===== config.mk =====
export PLATFORM = sky130hd
export DESIGN_NAME = qrs_div_cell
export DESIGN_NICKNAME = d
export VERILOG_FILES = /design/src/rtl/qrs_div_cell.sv
export SDC_FILE = /design/constraint.sdc
export NUM_CORES = 1
export LEC_CHECK = 0
export BUFFER_PORTS_ARGS = -buffer_cell sky130_fd_sc_hd__buf_2
export CAP_MARGIN = 40
export CELL_PAD_IN_SITES_DETAIL_PLACEMENT = 1
export CELL_PAD_IN_SITES_GLOBAL_PLACEMENT = 1
export CORE_MARGIN = 5
export CORE_UTILIZATION = 35
export CTS_BUF_LIST = sky130_fd_sc_hd__clkbuf_4
export CTS_CLUSTER_SIZE = 12
export DETAILED_ROUTE_END_ITERATION = 10
export HOLD_SLACK_MARGIN = 0.02
export PLACE_DENSITY_LB_ADDON = 0.15
export SYNTH_ARGS = -nofsm -noshare
export SYNTH_HDL_FRONTEND = slang
export SYNTH_SLANG_ARGS = --single-unit

===== constraint.sdc =====
create_clock -name clk_i -period 1.2 [get_ports clk_i]
set_clock_uncertainty 0.15 [all_clocks]
set_input_delay 0.18 -clock clk_i [delete_from_list [all_inputs] [get_ports clk_i]]
set_output_delay 0.18 -clock clk_i [all_outputs]
set_load 0.03 [all_outputs]

===== src/rtl/qrs_div_cell.sv =====
// ----------------------------------------------------------------------------
// qrs_div_cell
// One step of a restoring unsigned divider: shifts in one dividend bit,
// subtracts the divisor when it fits and shifts the quotient bit in.
// ----------------------------------------------------------------------------
`default_nettype none

module qrs_div_cell #(
  parameter int NumBits  = 50,
  parameter int DenBits  = 33,
  parameter int SideBits = 3
) (
  input  wire logic                clk_i,
  input  wire logic                rst_ni,
  input  wire logic                en_i,
  input  wire logic                valid_i,
  input  wire logic [NumBits-1:0]  numq_i,
  input  wire logic [DenBits-1:0]  rem_i,
  input  wire logic [DenBits-1:0]  den_i,
  input  wire logic [SideBits-1:0] side_i,
  output logic                     valid_o,
  output logic [NumBits-1:0]       numq_o,
  output logic [DenBits-1:0]       rem_o,
  output logic [DenBits-1:0]       den_o,
  output logic [SideBits-1:0]      side_o
);

  logic [DenBits-1:0] part;
  logic               fits;

  always_comb begin
    part = {rem_i[DenBits-2:0], numq_i[NumBits-1]};
    fits = part >= den_i;
  end

  always_ff @(posedge clk_i or negedge rst_ni) begin
    if (!rst_ni) begin
      valid_o <= 1'b0;
    end else if (en_i) begin
      valid_o <= valid_i;
    end
  end

  always_ff @(posedge clk_i) begin
    if (en_i) begin
      numq_o <= {numq_i[NumBits-2:0], fits};
      rem_o  <= fits ? part - den_i : part;
      den_o  <= den_i;
      side_o <= side_i;
    end
  end

endmodule

`default_nettype wire

## After elaboration in Yosys (flattened, before gate mapping)

Cells that the tools add are included.
W data, S select, Z words.

| operators by class | value |
|---|---|
| mux-type cells | 1 |
| shift-type cells | 0 |
| reduce and logical (&&, ||, !) cells | 0 |
| equal/unequal tests | 0 |
| multiply operators | 0 |
| $add $sub $neg | 1 |
| bitwise gates (word level) | 0 |
| magnitude comparators | 1 |
| div/mod/pow operators | 0 |

Operators by type and width:

| kind | count |
|---|---|
| $ge A33 B33 Y1 | 1 |
| $mux W33 | 1 |
| $sub A33 B33 Y33 | 1 |

| word-level totals | value |
|---|---|
| input port bits | 123 |
| latch bits | 0 |
| memory bits (writable) | 0 |
| memories kept | 0 |
| register bits | 120 |
| logic and storage cells | 8 |
| memory bits (read-only) | 0 |
| output and inout port bits | 120 |

## Logic depth before layout (Yosys ltp)

| logic depth | value |
|---|---|
| word-level depth | 2 |
| gate-level depth with buffers | 12 |
| gate-level depth less buffers | 11 |

## Worst setup path before layout

No wires, ideal clock.

| timing | value |
|---|---|
| path kind | in2reg |
| from | input numq_i[49] |
| to | register rem_o[26] (data pin) |
| arrival time | 2.157 ns |
| buffers on the path | 0 |
| cell stages on the path | 11 |
| library setup time | 0.262 ns |
| slack | -1.369 ns |
| data required time | 0.788 ns |
| cell sequence | inv_1 -> ha_1 -> fa_1 -> nor2b_1 -> o31ai_1 -> a2111o_1 -> a21o_1 -> a21oi_2 -> a41oi_1 -> xnor2_1 -> o21ai_0 |

| on the way | value |
|---|---|
| longest elaborated chain between the ends | 2 |
| elaborated cells on any way between the ends | 3 |
| classes of those cells | 1 x add/sub; 1 x order compare; 1 x mux |

RTL lines:

| item | line | RTL |
|---|---|---|
| start, declared | 17 | `input wire logic [NumBits-1:0] numq_i,` |
| $sub A33 B33 Y33 or $ge A33 B33 Y1 (tied branches) | 47, 33 |  |
| $mux W33 (*) | 47 | `rem_o <= fits ? part - den_i : part;` |
| end signal, assigned | 47 |  |
| end, declared | 23 | `output logic [DenBits-1:0] rem_o,` |

Mark *: on every way between the ends. The rest lies on a longest branch, timed or not.
A chain may end at the register's enable or synchronous reset.

## Worst setup path after layout

| timing | value |
|---|---|
| from | input den_i[20] |
| to | register rem_o[29] (data pin) |

| on the way | value |
|---|---|
| longest elaborated chain between the ends | 2 |
| elaborated cells on any way between the ends | 3 |
| classes of those cells | 1 x add/sub; 1 x order compare; 1 x mux |

RTL lines:

| item | line | RTL |
|---|---|---|
| start, declared | 19 | `input wire logic [DenBits-1:0] den_i,` |
| $sub A33 B33 Y33 or $ge A33 B33 Y1 (tied branches) | 47, 33 |  |
| $mux W33 (*) | 47 |  |

Marks and branches as above.

==> report_table.html <==
<table>
<tr><th>Metric</th><th>Value</th></tr>
<tr><th colspan="2">Yosys</th></tr>
<tr><td>Most frequent cells after synthesis</td><td>edfxtp_1 (119), nand2_1 (50), a21oi_1 (39)</td></tr>
<tr><td>Area share of the largest cell type after synthesis</td><td>60.2%</td></tr>
<tr><td>Area leader, netlist</td><td>edfxtp_1</td></tr>
<tr><td>Syn Nets</td><td>643</td></tr>
<tr><td>Cells taking the most area after synthesis</td><td>edfxtp_1 (60%), ha_1 (7.0%), a21oi_1 (3.3%)</td></tr>
<tr><td>Number of distinct standard cells referenced by the synthesized netlist</td><td>53</td></tr>
<tr><td>Average instance area after synthesis</td><td>12.2 sq um</td></tr>
<tr><td>Synth async-reset ratio</td><td>0.833%</td></tr>
<tr><td>Cells after synthesis</td><td>486</td></tr>
<tr><td>Proportion of synthesized chip area in sequential cells</td><td>60.6%</td></tr>
<tr><td>Synth Register Bits</td><td>120</td></tr>
<tr><td>Post-synth top flop</td><td>edfxtp_1</td></tr>
<tr><td>Post-Synthesis Cell Area</td><td>5930 sq um</td></tr>
<tr><td>Number of enable flip-flop cells after synthesis</td><td>119</td></tr>
<tr><td>Dominant cell by count in the synthesized netlist</td><td>edfxtp_1</td></tr>
<tr><td>Warning count from the yosys run</td><td>0</td></tr>
<tr><th colspan="2">Timing</th></tr>
<tr><td>RSZ-0062 raised after global routing</td><td>true</td></tr>
<tr><td>Final critical-path share of the clock period</td><td>203%</td></tr>
<tr><td>Fmax</td><td>411 MHz</td></tr>
<tr><td>Final Slew Violations</td><td>0</td></tr>
<tr><td>Setup TNS</td><td>-73.07 ns</td></tr>
<tr><td>Minimum period implied by the final worst setup slack</td><td>2.43 ns</td></tr>
<tr><td>Hold slack</td><td>-0.402 ns</td></tr>
<tr><td>Final hold viol count</td><td>2</td></tr>
<tr><td>Worst-margin pin slew</td><td>0.735 ns</td></tr>
<tr><td># setup viols final</td><td>154</td></tr>
<tr><td>Worst rel slew slack</td><td>50.5%</td></tr>
<tr><td>Min setup slack post-route</td><td>-1.23 ns</td></tr>
<tr><th colspan="2">Run status</th></tr>
<tr><td>Violated checks</td><td>negative hold slack, negative setup slack</td></tr>
<tr><td>Outcome</td><td>complete, but fails checks</td></tr>
<tr><th colspan="2">Global route</th></tr>
<tr><td>Number of antenna violations at the first check in global routing</td><td>5</td></tr>
<tr><td>First-pass GRT wire length</td><td>46400 microns</td></tr>
<tr><td>Number of global-route vias before repair</td><td>7404</td></tr>
<tr><td>Total routing resource utilization after global routing</td><td>31.0%</td></tr>
<tr><td>GR Overflow Total</td><td>0</td></tr>
<tr><td>Largest net degree at the start of global routing</td><td>28</td></tr>
<tr><th colspan="2">Drt</th></tr>
<tr><td>WL per Instance</td><td>33.0 microns</td></tr>
<tr><td>Number of detailed-route iterations in the first pass</td><td>7</td></tr>
<tr><td>Overall via count from detail_route</td><td>7382</td></tr>
<tr><td>Remaining antenna violation count</td><td>0</td></tr>
<tr><td>Drt total wl</td><td>41400 microns</td></tr>
<tr><td>Via density</td><td>5.89</td></tr>
<tr><td>Drt initial violations</td><td>874</td></tr>
<tr><td>DRC violations left</td><td>0</td></tr>
<tr><th colspan="2">Clock tree</th></tr>
<tr><td>Clock Pin Slew Worst Setup and Hold Paths</td><td>0.16 ns</td></tr>
<tr><td>Hold buffers post-CTS</td><td>120</td></tr>
<tr><td>Number of buffers on the longest clock path</td><td>2</td></tr>
<tr><td>CTS H-tree lvls</td><td>4</td></tr>
<tr><td>Clk root buf</td><td>clkbuf_4</td></tr>
<tr><td>TritonCTS clock tree</td><td>built</td></tr>
<tr><td>Sink count of the clock tree</td><td>120</td></tr>
<tr><td>Number of clock buffers inserted by TritonCTS</td><td>17</td></tr>
<tr><td>Worst skew pair latency</td><td>0.60 ns</td></tr>
<tr><th colspan="2">Setup path</th></tr>
<tr><td>Critical path peak fanout</td><td>7</td></tr>
<tr><td>Startpoint-to-endpoint class of the critical path</td><td>in2reg</td></tr>
<tr><td>Kind of end point of the critical path</td><td>flip-flop</td></tr>
<tr><td>Critical path data required time</td><td>1.40 ns</td></tr>
<tr><td>Cell Chain, Critical Path</td><td>buf_2, inv_1, ha_1, buf_4, nand4_1, or3_4, o211ai_1, a21oi_2, o211ai_1, o21ai_1</td></tr>
<tr><td>Data arrival time of the critical path</td><td>2.63 ns</td></tr>
<tr><td>Most repeated library cell on the critical path</td><td>o211ai_1</td></tr>
<tr><td>Flop2flop setup slack</td><td>0.09 ns</td></tr>
<tr><td>Delay contributed by the slowest stage of the critical path</td><td>0.47 ns</td></tr>
<tr><td>Kind of launch point of the worst setup path</td><td>primary input</td></tr>
<tr><td>CP max-delay cell</td><td>or3_4</td></tr>
<tr><th colspan="2">Placement</th></tr>
<tr><td>Cell Area, Placed</td><td>8600 sq um</td></tr>
<tr><td>Number of port buffers</td><td>241</td></tr>
<tr><td>Final weighted congestion in routability-driven placement</td><td>0.865</td></tr>
<tr><td>Detail Placement HPWL</td><td>16000 microns</td></tr>
<tr><td># placed instances</td><td>1055</td></tr>
<tr><th colspan="2">Power and ir drop</th></tr>
<tr><td>Worst IR drop on VDD</td><td>0.000625 V</td></tr>
<tr><td>Cell leakage power</td><td>0.00520 uW</td></tr>
<tr><td>Pwr Density</td><td>1220 nW/um^2</td></tr>
<tr><th colspan="2">Cells and area</th></tr>
<tr><td>Number of nets at the end of the flow</td><td>1170</td></tr>
<tr><td>Non-Filler Instances</td><td>1254</td></tr>
<tr><td>Share of cells above drive strength 1</td><td>56.2%</td></tr>
<tr><td>Post-synthesis to final-layout area growth</td><td>102%</td></tr>
<tr><td>Final non-filler cell area</td><td>12000 sq um</td></tr>
<tr><th colspan="2">Die</th></tr>
<tr><td>DIE AREA</td><td>19700 sq um</td></tr>
<tr><td>I/O Pins</td><td>243</td></tr>
<tr><td>Initial Util</td><td>35.8%</td></tr>
<tr><td>Core box area</td><td>16600 sq um</td></tr>
<tr><td>Row count</td><td>47</td></tr>
<tr><td>Die span in x</td><td>140 microns</td></tr>
<tr><td>Y dimension of the die</td><td>140 microns</td></tr>
<tr><th colspan="2">Min path</th></tr>
<tr><td>Tightest Hold Check Type</td><td>in2reg</td></tr>
<tr><th colspan="2">Flow run</th></tr>
<tr><td>Max-cap viol count</td><td>0</td></tr>
</table>
[where the power goes]
part / total, uW / switching [uW] / internal, uW
Clock: 3150 / 2130 / 1020
Sequential: 5380 / 272 / 5110
Combinational: 6080 / 3330 / 2750
[sequential cells by signal (all words and copies together) (netlist names)]
register and flops:
valid_o 1, rem_o 33, side_o 3, den_o 33, numq_o 50
[cells in the final DEF, fill, tap and decap left out, types with 7 or more instances in the layout]
cell type,n
nand2_1,28
buf_2,101
nand3_1,7
buf_4,150
o21ai_4,7
nand4_1,8
edfxtp_1,119
diode_2,9
xnor2_1,14
buf_12,9
a21oi_1,25
ha_4,27
nor2_1,8
xor2_1,13
buf_6,137
o21ai_0,8
a21o_1,24
o21ai_1,14
dlygate4sd3_1,120
nand2_2,17
o21ai_2,17
inv_1,19
inv_4,8
a21oi_2,13
clkbuf_4,18
[metal layers]
layer  wire length, microns  GRT usage, %  vias to the layer above
met5                      0             0                        -
met4                   3380          11.6                        0
met3                   3570          7.23                      256
met2                  20600          56.4                      658
met1                  13800          35.3                     3591
li1                       -             -                     2877
[stage by stage]
stage | total power (uW) | setup slack, ns | util [%] | hold slack, ns
final | 14600 | -1.23 | 72.3 | -0.402
after global routing | 14900 | -1.18 | 72.2 | -0.405
after CTS | 13300 | -0.858 | 70.1 | -0.389
after detailed placement | 8980 | -1.72 | 51.8 | -0.194
after global placement | 8890 | -1.64 | 51.8 | -0.195
after floorplan | 7450 | -1.29 | - | -0.266
[cell families (layout without fill, tap and decap cells)]
group                    after synthesis  count (layout)  synth area share, %
AND/OR/NAND/NOR                      104             104                 8.56
buffers and inverters                 55             594                 3.75
multiplexers                           3               3                0.569
flip-flops                           120             120                 60.6
AO/OA/AOI/OAI                        141             141                 14.9
other                                  0               9                    0
adder cells (fa/ha/maj)               34              34                 7.30
XOR/XNOR                              29              29                 4.28
[critical path, delay by kind of cell]
family | cells | cell delay [ns]
adder cells (fa/ha/maj) | 1 | 0.32
AO/OA/AOI/OAI | 4 | 0.99
buffers and inverters | 3 | 0.34
AND/OR/NAND/NOR | 2 | 0.79
[final cells by class]
cell class / instances / area [sq um]
Timing Repair Buffer: 526 / 4710
Fill cell: 1582 / 4600
Sequential cell: 120 / 3600
Multi-Input combinational cell: 311 / 2930
Tap cell: 220 / 275
Inverter: 37 / 191
Clock buffer: 17 / 128
Clock inverter: 14 / 126
Antenna cell: 9 / 22.5
[final timing paths]
kind,start,endpoint,cells past startpoint
min in group asynchronous,rst_ni,valid_o$_DFFE_PN0P_,3
max reg2reg,valid_o$_DFFE_PN0P_,valid_o$_DFFE_PN0P_,2
max in group asynchronous,rst_ni,valid_o$_DFFE_PN0P_,3
min reg2reg,valid_o$_DFFE_PN0P_,valid_o$_DFFE_PN0P_,2
min,den_i[0],den_o[0]$_DFFE_PP_,1
max,den_i[20],rem_o[29]$_DFFE_PP_,10
[timing repair]
action                                  CTS  global route
hold endpoints to repair                182             2
resized for setup                       345            73
endpoints found under the setup margin  154           154
pin swaps                                47            42
cloned                                    6             0
setup buffers                            20            20
(Power assumes the default switching activity.)
