File: src/rtl/qrs_sqrt_cell.sv
// ----------------------------------------------------------------------------
// qrs_sqrt_cell
// One digit step of a restoring square root: takes two radicand bits and
// settles one root bit, then hands everything to the next cell.
// ----------------------------------------------------------------------------
`default_nettype none

module qrs_sqrt_cell #(
  parameter int RootBits = 33,
  parameter int SideBits = 8
) (
  input  wire logic                  clk_i,
  input  wire logic                  rst_ni,
  input  wire logic                  en_i,
  input  wire logic                  valid_i,
  input  wire logic [2*RootBits-1:0] rad_i,
  input  wire logic [RootBits+2:0]   rem_i,
  input  wire logic [RootBits-1:0]   root_i,
  input  wire logic [SideBits-1:0]   side_i,
  output logic                       valid_o,
  output logic [2*RootBits-1:0]      rad_o,
  output logic [RootBits+2:0]        rem_o,
  output logic [RootBits-1:0]        root_o,
  output logic [SideBits-1:0]        side_o
);

  logic [RootBits+2:0] rem_sh;
  logic [RootBits+2:0] trial;
  logic                fits;

  always_comb begin
    rem_sh = {rem_i[RootBits:0], rad_i[2*RootBits-1 -: 2]};
    trial  = {1'b0, root_i, 2'b01};
    fits   = rem_sh >= trial;
  end

  always_ff @(posedge clk_i or negedge rst_ni) begin
    if (!rst_ni) begin
      valid_o <= 1'b0;
    end else if (en_i) begin
      valid_o <= valid_i;
    end
  end

  always_ff @(posedge clk_i) begin
    if (en_i) begin
      rad_o  <= {rad_i[2*RootBits-3:0], 2'b00};
      rem_o  <= fits ? rem_sh - trial : rem_sh;
      root_o <= {root_i[RootBits-2:0], fits};
      side_o <= side_i;
    end
  end

endmodule

`default_nettype wire

File: config.mk
export PLATFORM = sky130hd
export DESIGN_NAME = qrs_sqrt_cell
export DESIGN_NICKNAME = d
export VERILOG_FILES = /design/src/rtl/qrs_sqrt_cell.sv
export SDC_FILE = /design/constraint.sdc
export NUM_CORES = 1
export LEC_CHECK = 0
export ABC_CLOCK_PERIOD_IN_PS = 1500
export CORE_AREA = 2 2 114 116
export DETAILED_ROUTE_END_ITERATION = 12
export DIE_AREA = 0 0 116 118
export DONT_BUFFER_PORTS = 1
export HOLD_SLACK_MARGIN = 0.12
export PLACE_DENSITY = 0.71
export SYNTH_ARGS = -nofsm -noshare
export SYNTH_HDL_FRONTEND = slang
export SYNTH_SLANG_ARGS = --single-unit
export TNS_END_PERCENT = 20
File: constraint.sdc
create_clock -name clk_i -period 1.5 [get_ports clk_i]
set_input_delay 0.3 -clock clk_i [delete_from_list [all_inputs] [get_ports clk_i]]
set_output_delay 0.3 -clock clk_i [all_outputs]
set_load 0.05 [all_outputs]
Word-level counts from Yosys, hierarchy flattened
Cells that the tools add are included.

cells by class
  muxes and demuxes = 1
  add/subtract/negate cells = 1
  order comparisons = 1

operators with widths
  cell                                              number
  36-bit by 35-bit >= comparator with 1-bit output  1
  36-bit 2-to-1 mux                                 1
  36-bit by 35-bit subtractor with 36-bit output    1

word-level totals
  input port bits = 147
  flip-flop bits (word level) = 142
  output and inout bits = 144

Logic depth before layout (Yosys ltp)
Gate-level depths: netlist of run 1.

  depth after elaboration = 2
  mapped depth = 13

Worst setup path after synthesis of run 1
OpenSTA, ideal clock, no wires.

  kind = input to register
  start point = in root_i[0]
  end point = reg rem_o[10] (data pin)
  arrival time = 2.674 ns
  stages on the path = 12
  setup time = 0.260 ns
  path slack = -1.434 ns
  cells stage by stage = inv_1 > ha_1 > nor2b_4 > o311ai_2 > a32oi_2 > a31oi_4 > o211ai_4 > a41o_4 > a21oi_4 > inv_4 > buf_6 > mux2_4

on the way
  word-level cells in the longest chain between the ends = 2
  elaborated cells on any way between the ends = 3

RTL lines
  item                                                                                                                RTL line  source
  start, declared                                                                                                     18        input wire logic [RootBits-1:0] root_i,
  36-bit by 35-bit subtractor with 36-bit output or 36-bit by 35-bit >= comparator with 1-bit output (tied branches)  48, 34
  36-bit 2-to-1 mux *                                                                                                 48        rem_o <= fits ? rem_sh - trial : rem_sh;
  end signal, assigned                                                                                                48
  end, declared                                                                                                       22        output logic [RootBits+2:0] rem_o,

Every way passes the cells marked *; elsewhere a longest branch is shown, timed or not.
A chain may end at the register's enable or synchronous reset.

Worst setup path after layout of run 1
  start point = in rem_i[0]
  end point = reg rem_o[13] (data pin)

on the way
  word-level cells in the longest chain between the ends = 2
  elaborated cells on any way between the ends = 3

RTL lines
  item                                                                                                                RTL line  source
  start, declared                                                                                                     17        input wire logic [RootBits+2:0] rem_i,
  36-bit by 35-bit subtractor with 36-bit output or 36-bit by 35-bit >= comparator with 1-bit output (tied branches)  48, 34
  36-bit 2-to-1 mux *                                                                                                 48

Marked as above.

==> results.txt, run 1 <==
Final #Nets - 934
site row count - 41
drt first pass iters - 5
PwrDens - 1258 nW/um^2
final core occ - 81.66%
setup TNS - -25080 ps
hold_buf cts - 140
wire per inst - 21.01 um
routed vias - 5115
TritonCTS clock tree - built
maximum clock frequency - 0.4443 GHz
GR Util All Layers - 28.20%
Area Overhead vs Synth - 47.87%
Synth Flop Type - edfxtp_1
antenna-violating nets left - 0
area of the core - 12410 sq um
fillers - 710
DRC Markers - 0
#FFs+latches synth - 142
gr ovfl total - 0
Worst-path clk slew - 60 ps
Initial Util - 55.22%
Worst setup EP type - register
Ports - 291
Relative slew margins - 63.64%
crit-path max FO - 12
initial antenna violation count - 1
Async SR Flop Fraction - 0.7042%
leakage - 4.169 nW
Avg Inst Size Synth - 14.08 sq um
post-synthesis cell area - 6855 sq um
register area share after synthesis - 62.13%
critical setup path kind - input port to register
first-pass GRT wire length - 28.86 mm
Root Buffer - clkbuf_16
Die Y - 118 um
EDFF count, synth - 141
Die Footprint - 13690 sq um
TritonCTS Buffers - 17
unrepaired setup endpoints after global routing - true
number of max-cap violations - 0
1st-iter DRT viols - 347
Register Area - 4259 sq um
area of the multi-input gates - 2597 sq um
crit path launch type - input port
GP Congestion - 0.8490
failing checks - hold timing, setup timing
largest net degree at the start of global routing - 143
most common cell after layout, fill and taps aside - edfxtp_1
Ys Warns - 0
VDD IR max - 775.5 uV
status - finished, violations left
share of cells above drive strength 1 - 29.15%
Die Width - 116 um
PnR worst setup slack - -750.9 ps
clk_lat worst skew - 410 ps
worst-margin pin slew - 546.6 ps
hold_ws - -7.392 ps
Netlist cell types - 57
final period utilization - 150.1%
Via density - 5.453
vias in the first global route - 5315
min cycle time layout - 2251 ps
HP Class - input port to register
Critical Path AT - 2410 ps
most frequent cells in the layout - 141 x edfxtp_1, 140 x dlygate4sd3_1, 110 x buf_4, 43 x inv_1, 31 x mux2_4
final slew viol count - 0
htree depth - 4
Post-DP HPWL - 11.82 mm
Final Hold Fails - 2
Worst EP required - 1660 ps
Max Root-Sink Buffers - 2
Routed WL - 19.71 mm
skew final - 0 ps
Gate Count Post-Synth - 487
I/O Buffers - 0
total clock sinks - 142
final setup violation count - 37
==> power breakdown <==
part | switching (W) | total [W] | internal (W)
clock network | 0.00179 | 0.00414 | 0.00234
logic | 0.000890 | 0.00215 | 0.00126
registers | 0.00157 | 0.00646 | 0.00489
==> layer usage <==
| layer | global-route usage, % | wire, um |
|---|---|---|
| met4 | 11.90 | 641 |
| met3 | 8.393 | 1461 |
| met1 | 29.43 | 6946 |
| met5 | 0 | 0 |
| met2 | 51.61 | 10660 |
==> path summary, 6_finish.rpt <==
path | startpoint | end | slack (ps) | cells past startpoint
max reg2reg | valid_o | valid_o | 470 | 1
min | en_i | root_o[29] | -7 | 0
min reg2reg | valid_o | valid_o | 920 | 1
min in group asynchronous | rst_ni | valid_o | 650 | 2
max | rem_i[0] | rem_o[13] | -750 | 11
max in group asynchronous | rst_ni | valid_o | 750 | 2
==> cell families (layout without fill, tap and decap cells) <==
group	after synthesis	count (layout)	synth area share (%)
other	1	3	0.05470
XOR/XNOR	31	31	3.961
AO/OA/AOI/OAI	100	100	10.48
AND/OR/NAND/NOR	88	88	6.571
buffers and inverters	57	334	3.595
multiplexers	33	33	6.826
adder cells (fa/ha/maj)	35	35	6.388
flip-flops	142	142	62.13
==> registers in the layout, summed over array words and instances, names as in the netlist <==
name / flops
rad_o: 64
rem_o: 36
root_o: 33
side_o: 8
valid_o: 1
==> area by class of cell <==
cell class | count | share of cell area (%)
diodes | 1 | 0.02469
clock buffers | 18 | 4.234
clock inverters | 14 | 1.432
inverters | 48 | 1.925
multi-input cells | 289 | 25.62
flip-flops and latches | 142 | 42.01
well taps | 172 | 2.123
repair buffers | 254 | 22.62
==> synthesized netlist by cell type, types with 2 or more instances <==
master	count	area share, %
nand3_1	9	0.66
inv_1	47	2.6
o211ai_1	4	0.44
a211oi_1	3	0.33
mux2_2	6	0.99
mux2_4	26	5.7
o21bai_1	4	0.44
clkbuf_1	4	0.22
nor2_1	12	0.66
edfxtp_1	141	62
xnor2_1	19	2.4
nor3b_1	2	0.22
and2_1	3	0.27
and3_1	11	1.0
a21oi_1	33	2.4
xor2_1	12	1.5
and4_1	2	0.26
o21a_1	5	0.55
nand4_1	7	0.64
a21o_1	9	0.99
buf_6	3	0.49
o21ai_0	20	1.5
or2_2	2	0.18
nand2_1	27	1.5
buf_4	2	0.22
a31o_2	2	0.26
nor3_1	5	0.36
nor2b_1	4	0.36
ha_1	35	6.4
==> critical path: stages <==
cell and delay [ps]:
ha_4 220, nor2b_4 130, o311ai_4 240, a32oi_2 190, a31oi_4 230, o211ai_4 100
a41o_4 240, a21oi_4 180, inv_4 80, buf_12 160, mux2_4 320
==> per-stage QoR <==
stage	hold slack, ps	power [W]	setup slack [ps]	area (sq um)	cells
detailed placement	4.441	0.008191	-1398	7923	762
global placement	4.438	0.008148	-1335	7923	762
global route	-33.08	0.01316	-790.3	10140	938
floorplan	4.409	0.007553	-1266	6930	488
finish	-7.392	0.01275	-750.9	10140	938
CTS	-20.49	0.01270	-728.9	10090	937
==> timing repair <==
action | in CTS | in global routing
resized for setup | 36 | 9
endpoints found under the hold margin | 280 | 142
setup buffers | 3 | 0
setup endpoints to repair | 37 | 37
pin swaps | 8 | 9
No activity file was read; power rests on OpenSTA's default activity.
==> inputs of run 2 (changes only) <==
Settings changed: GPL_TIMING_DRIVEN set to 0.
==> run 2 against run 1 <==
Net effect: the run now fails in clock tree synthesis (4_1_cts); synthesized area is the same; synthesized cell count is the same.
==> results.txt, run 2 <==
status - stopped before the end
Post-DP HPWL - 10.76 mm
Async SR Flop Fraction - 0.7042%
GP Congestion - 0.8488
EDFF count, synth - 141
Die Width - 116 um
Synth top area share - 61.76%
worst slack, placed - -1733 ps
Die Y - 118 um
Post CTS Setup Buffer Count - 12
Initial Util - 55.22%
Post-DP Area - 7146 sq um
htree depth - 4
post-cts sizing count - 44
stage reached - clock tree synthesis (4_1_cts)
main area contributors after synthesis - edfxtp_1 62%, ha_1 6.4%, mux2_4 5.7%
most frequent cells after synthesis - 141 x edfxtp_1, 47 x inv_1, 35 x ha_1
register area share after synthesis - 62.13%
Gate Count Post-Synth - 487
total clock sinks - 142
I/O Buffers - 0
Ys Warns - 0
Netlist cell types - 57
#FFs+latches synth - 142
site row count - 41
post-synthesis cell area - 6855 sq um
Max Root-Sink Buffers - 2
hold_buf cts - 141
Avg Inst Size Synth - 14.08 sq um
error msg - [ERROR RSZ-0060] Max buffer count reached.
Synth Flop Type - edfxtp_1
TritonCTS Buffers - 17
Root Buffer - clkbuf_16
Ports - 291
most frequent cell after synthesis - edfxtp_1
Yosys top cell by area - edfxtp_1
[run 2: cell counts after synthesis]
Identical to the previous run, type by type.
[run 2: metrics by stage]
stage / hold slack [ps] / instances / utilization, %
after floorplan: 4.409 / 488 / -
after global placement: 4.438 / 660 / 57.56
after detailed placement: 4.442 / 660 / 57.56
[run 2: cells by family after synthesis]
family,share of synthesized area (%)
flip-flops,62.13
AO/OA/AOI/OAI,10.48
AND/OR/NAND/NOR,6.571
buffers and inverters,3.595
adder cells (fa/ha/maj),6.388
multiplexers,6.826
XOR/XNOR,3.961
other,0.05470
==> inputs of run 3 (changes only) <==
Settings changed: CORE_AREA 2 2 114 116 to unset, CORE_MARGIN set to 1.5, CORE_UTILIZATION set to 40, DIE_AREA 0 0 116 118 to unset, HOLD_SLACK_MARGIN 0.12 to unset, PLACE_DENSITY 0.71 to unset, PLACE_DENSITY_LB_ADDON set to 0.15.
==> run 3 against run 2 <==
Net effect: the flow now finishes, with violations (setup timing).
==> results.txt, run 3 (synthesis results as in run 1) <==
Finished Cell Area - 9215 sq um
critical path's slowest cell - a41o_4
status - finished, violations left
final slew viol count - 0
skew final - 0 ps
Post-DP Area - 7206 sq um
CP Cell Sequence - inv_6, ha_4, clkbuf_8, a21oi_4, o21ai_1, nor3b_2, o41ai_2, o211ai_4, a41o_4, a21oi_4, inv_4, buf_12, mux2_4
Worst EP required - 1660 ps
crit path launch type - input port
TritonCTS Buffers - 17
Post-Layout Cell Count - 856
placed insts - 708
DRC Markers - 0
hold_ws - 37.30 ps
HP Class - input port to register
crit-path max FO - 10
Reg with most FFs - rad_o
first-pass GRT wire length - 24.58 mm
area of the core - 16640 sq um
critical setup path kind - input port to register
n_diodes - 0
Area Overhead vs Synth - 34.42%
Relative slew margins - 65.49%
Routed WL - 16.30 mm
share of cells above drive strength 1 - 21.23%
Final Hold Fails - 0
total clock sinks - 142
maximum clock frequency - 0.4175 GHz
Root Buffer - clkbuf_16
Die Y - 133.9 um
Die Footprint - 17930 sq um
PnR worst setup slack - -894.9 ps
leakage - 3.566 nW
VDD IR max - 740.3 uV
1st-iter DRT viols - 256
final setup violation count - 37
CP Buf/Inv Count - 4
max reg flops - 64
PwrDens - 1336 nW/um^2
leading registers by flop count - rad_o x64, rem_o x36, root_o x33
Initial Util - 41.19%
I/O Buffers - 0
final period utilization - 159.7%
Worst setup EP type - register
most common cell after layout, fill and taps aside - edfxtp_1
clk_lat worst skew - 410 ps
worst-margin pin slew - 512.2 ps
Ports - 291
Via density - 5.162
Crit path max-delay family - compound AO/OA/AOI/OAI gates
largest net degree at the start of global routing - 111
GP Congestion - 0.7756
TritonCTS clock tree - built
Pwr Total - 0.01231 W
Die Width - 133.9 um
unrepaired setup endpoints after global routing - true
most frequent cells in the layout - 141 x edfxtp_1, 106 x dlygate4sd3_1, 43 x inv_1, 27 x nand2_1
antenna-violating nets left - 0
wire per inst - 19.04 um
GR Util All Layers - 18.00%
min cycle time layout - 2395 ps
number of max-cap violations - 0
Worst-path clk slew - 60 ps
fillers - 1396
Max Root-Sink Buffers - 2
vias in the first global route - 4593
site row count - 47
Max stage delay on crit path - 310 ps
crit-path most repeated cell - a21oi_4
final core occ - 55.37%
initial antenna violation count - 0
htree depth - 4
drt first pass iters - 4
Critical Path AT - 2560 ps
Final #Nets - 806
gr ovfl total - 0
routed vias - 4419
Post-DP HPWL - 11.18 mm
failing checks - setup timing
-- run 3: final timing paths --
path	end	depth (start not counted)	slack [ps]	start
worst min-delay path	valid_o	1	40	valid_i
min in group asynchronous	valid_o	1	110	rst_ni
worst max-delay path	rem_o[22]	13	-890	root_i[17]
worst max register to register	valid_o	1	490	valid_o
max in group asynchronous	valid_o	1	1280	rst_ni
worst min register to register	valid_o	1	900	valid_o
-- run 3: what timing repair did --
action / in CTS / in global routing
gates resized for setup: 39 / 13
pin swaps: 10 / 5
cloned: 0 / 0
endpoints found under the setup margin: 37 / 37
endpoints found under the hold margin: 138 / 10
hold buffers: 106 / 1
buffers inserted: 9 / 3
-- run 3: routing by layer --
layer / vias up / part of all wire, % / GRT usage [%] / wire [um]
met5: - / 0 / 0 / 0
met4: 0 / 1.5 / 6.099 / 238
met3: 15 / 9.0 / 6.916 / 1466
met2: 183 / 51 / 31.04 / 8361
met1: 2118 / 38 / 20.47 / 6228
li1: 2103 / - / - / -
-- run 3: final cells by class --
| class | count | area, sq um | share of cell area (%) |
|---|---|---|---|
| sequential | 142 | 4259 | 46.22 |
| buffer | 7 | 92.59 | 1.005 |
| clock buffer | 17 | 425.4 | 4.616 |
| inverter | 48 | 192.7 | 2.091 |
| clock inverter | 14 | 148.9 | 1.616 |
| multi-input combinational | 289 | 2634 | 28.58 |
| timing repair buffer | 119 | 1187 | 12.89 |
| tap | 220 | 275.3 | 2.987 |
-- run 3: power by group --
part           internal (W)  total, W  switching (W)
combinational      0.000985   0.00176       0.000778
clock               0.00234   0.00412        0.00178
sequential          0.00489   0.00643        0.00154
-- run 3: per-stage QoR --
stage | setup TNS [ps] | setup slack [ps]
5_1_grt | -34360 | -973.5
4_1_cts | -31190 | -890.3
3_3_place_gp | -62630 | -1784
2_1_floorplan | -44720 | -1266
6_report | -31250 | -894.9
3_5_place_dp | -63810 | -1812
==> inputs of run 4 (changes only) <==
Settings changed: CORE_AREA set to 2 2 114 116, CORE_MARGIN 1.5 to unset, CORE_UTILIZATION 40 to unset, DIE_AREA set to 0 0 116 118.
==> run 4 against run 3 <==
Net effect: the run still ends with setup timing left; register-to-register slack worse by 50 ps; power is 1.2% higher; via count is 4.3% higher; routed wire length is 9.7% higher; critical endpoint is now rem_o[9]; largest power group unchanged; highest routed layer unchanged.
==> results.txt, run 4 (synthesis results as in run 1) <==
Worst EP required - 1670 ps
Post-DP HPWL - 10.61 mm
area of the core - 12410 sq um
clk_lat worst skew - 410 ps
VDD IR max - 704.0 uV
GR Util All Layers - 25.84%
Max Root-Sink Buffers - 2
share of cells above drive strength 1 - 22.70%
htree depth - 4
placed insts - 660
most frequent cells in the layout - 141 x edfxtp_1, 105 x dlygate4sd3_1, 45 x inv_1, 27 x a21oi_1
TritonCTS clock tree - built
Root Buffer - clkbuf_16
maximum clock frequency - 0.4089 GHz
initial antenna violation count - 0
final core occ - 75.06%
routed vias - 4611
Die Y - 118 um
final slew viol count - 0
drt first pass iters - 4
crit path launch type - input port
Final Hold Fails - 0
Post-Layout Cell Count - 824
unrepaired setup endpoints after global routing - true
Worst-path clk slew - 60 ps
DRC Markers - 0
Area Overhead vs Synth - 35.92%
min cycle time layout - 2446 ps
Via density - 5.596
final setup violation count - 37
Reg with most FFs - rad_o
Initial Util - 55.22%
PwrDens - 1337 nW/um^2
Die Width - 116 um
Die Footprint - 13690 sq um
max reg flops - 64
Pwr Total - 0.01246 W
Routed WL - 17.88 mm
PnR worst setup slack - -945.9 ps
HP Class - input port to register
worst-margin pin slew - 541.3 ps
failing checks - setup timing
Relative slew margins - 63.99%
leakage - 3.650 nW
gr ovfl total - 0
Final #Nets - 822
status - finished, violations left
largest net degree at the start of global routing - 143
Worst setup EP type - register
Ports - 291
leading registers by flop count - rad_o x64, rem_o x36, root_o x33
site row count - 41
TritonCTS Buffers - 17
final period utilization - 163.1%
crit-path max FO - 5
antenna-violating nets left - 0
number of max-cap violations - 0
total clock sinks - 142
GP Congestion - 0.8242
n_diodes - 0
critical setup path kind - input port to register
1st-iter DRT viols - 380
first-pass GRT wire length - 26.20 mm
wire per inst - 21.70 um
I/O Buffers - 0
vias in the first global route - 4711
setup TNS - -33020 ps
skew final - 0 ps
Critical Path AT - 2610 ps
most common cell after layout, fill and taps aside - edfxtp_1
run 4: final timing paths:
path / startpoint / to / slack [ps] / cells past startpoint
setup / recovery: root_i[0] / rem_o[9] / -950 / 13
hold / removal: en_i / rem_o[27] / 20 / 0
setup reg to reg: valid_o / valid_o / 440 / 1
hold reg to reg: valid_o / valid_o / 950 / 1
max in group asynchronous: rst_ni / valid_o / 1290 / 1
min in group asynchronous: rst_ni / valid_o / 100 / 1
run 4: power breakdown:
group / total [W] / switching, W / internal, W
Sequential: 0.00645 / 0.00157 / 0.00489
Combinational: 0.00188 / 0.000812 / 0.00107
Clock: 0.00412 / 0.00179 / 0.00233
run 4: what timing repair did:
item,in CTS,in global routing
gates cloned,2,0
setup endpoints to repair,37,37
buffers inserted,17,11
gates resized for setup,48,9
hold endpoints to repair,169,31
pin swaps,12,12
hold buffers,105,1
run 4: cell type report:
cell class,instances,area [sq um]
Buffer,6,78.83
Clock buffer,17,425.4
Clock inverter,14,145.1
Fill cell,812,3097
Inverter,48,202.7
Multi-Input combinational cell,289,2615
Sequential cell,142,4259
Tap cell,172,215.2
Timing Repair Buffer,136,1376
run 4: layer usage:
| layer | global-route usage [%] | vias up | wire, um |
|---|---|---|---|
| met5 | 0 | - | 0 |
| met4 | 10.94 | 0 | 458 |
| met3 | 7.570 | 30 | 1258 |
| met2 | 46.56 | 198 | 9582 |
| met1 | 27.72 | 2249 | 6580 |
| li1 | - | 2134 | - |
run 4: metrics by stage:
step                hold WS (ps)  setup WS [ps]  cell area, sq um
finish                     23.90         -945.9              9318
global route              0.3389          -1016              9318
CTS                       -26.88         -965.1              9170
detailed placement         4.491          -1760              7146
global placement           4.455          -1733              7146
floorplan                  4.409          -1266              6930
run 4: critical path, stage by stage:
cell and delay, ps:
inv_12 10, ha_4 220, nor2b_4 130, o311ai_4 250, a32oi_2 200, a31oi_4 240
o211ai_4 120, a41o_4 310, a21oi_4 190, inv_6 70, buf_12 140, buf_12 130
mux2_4 290
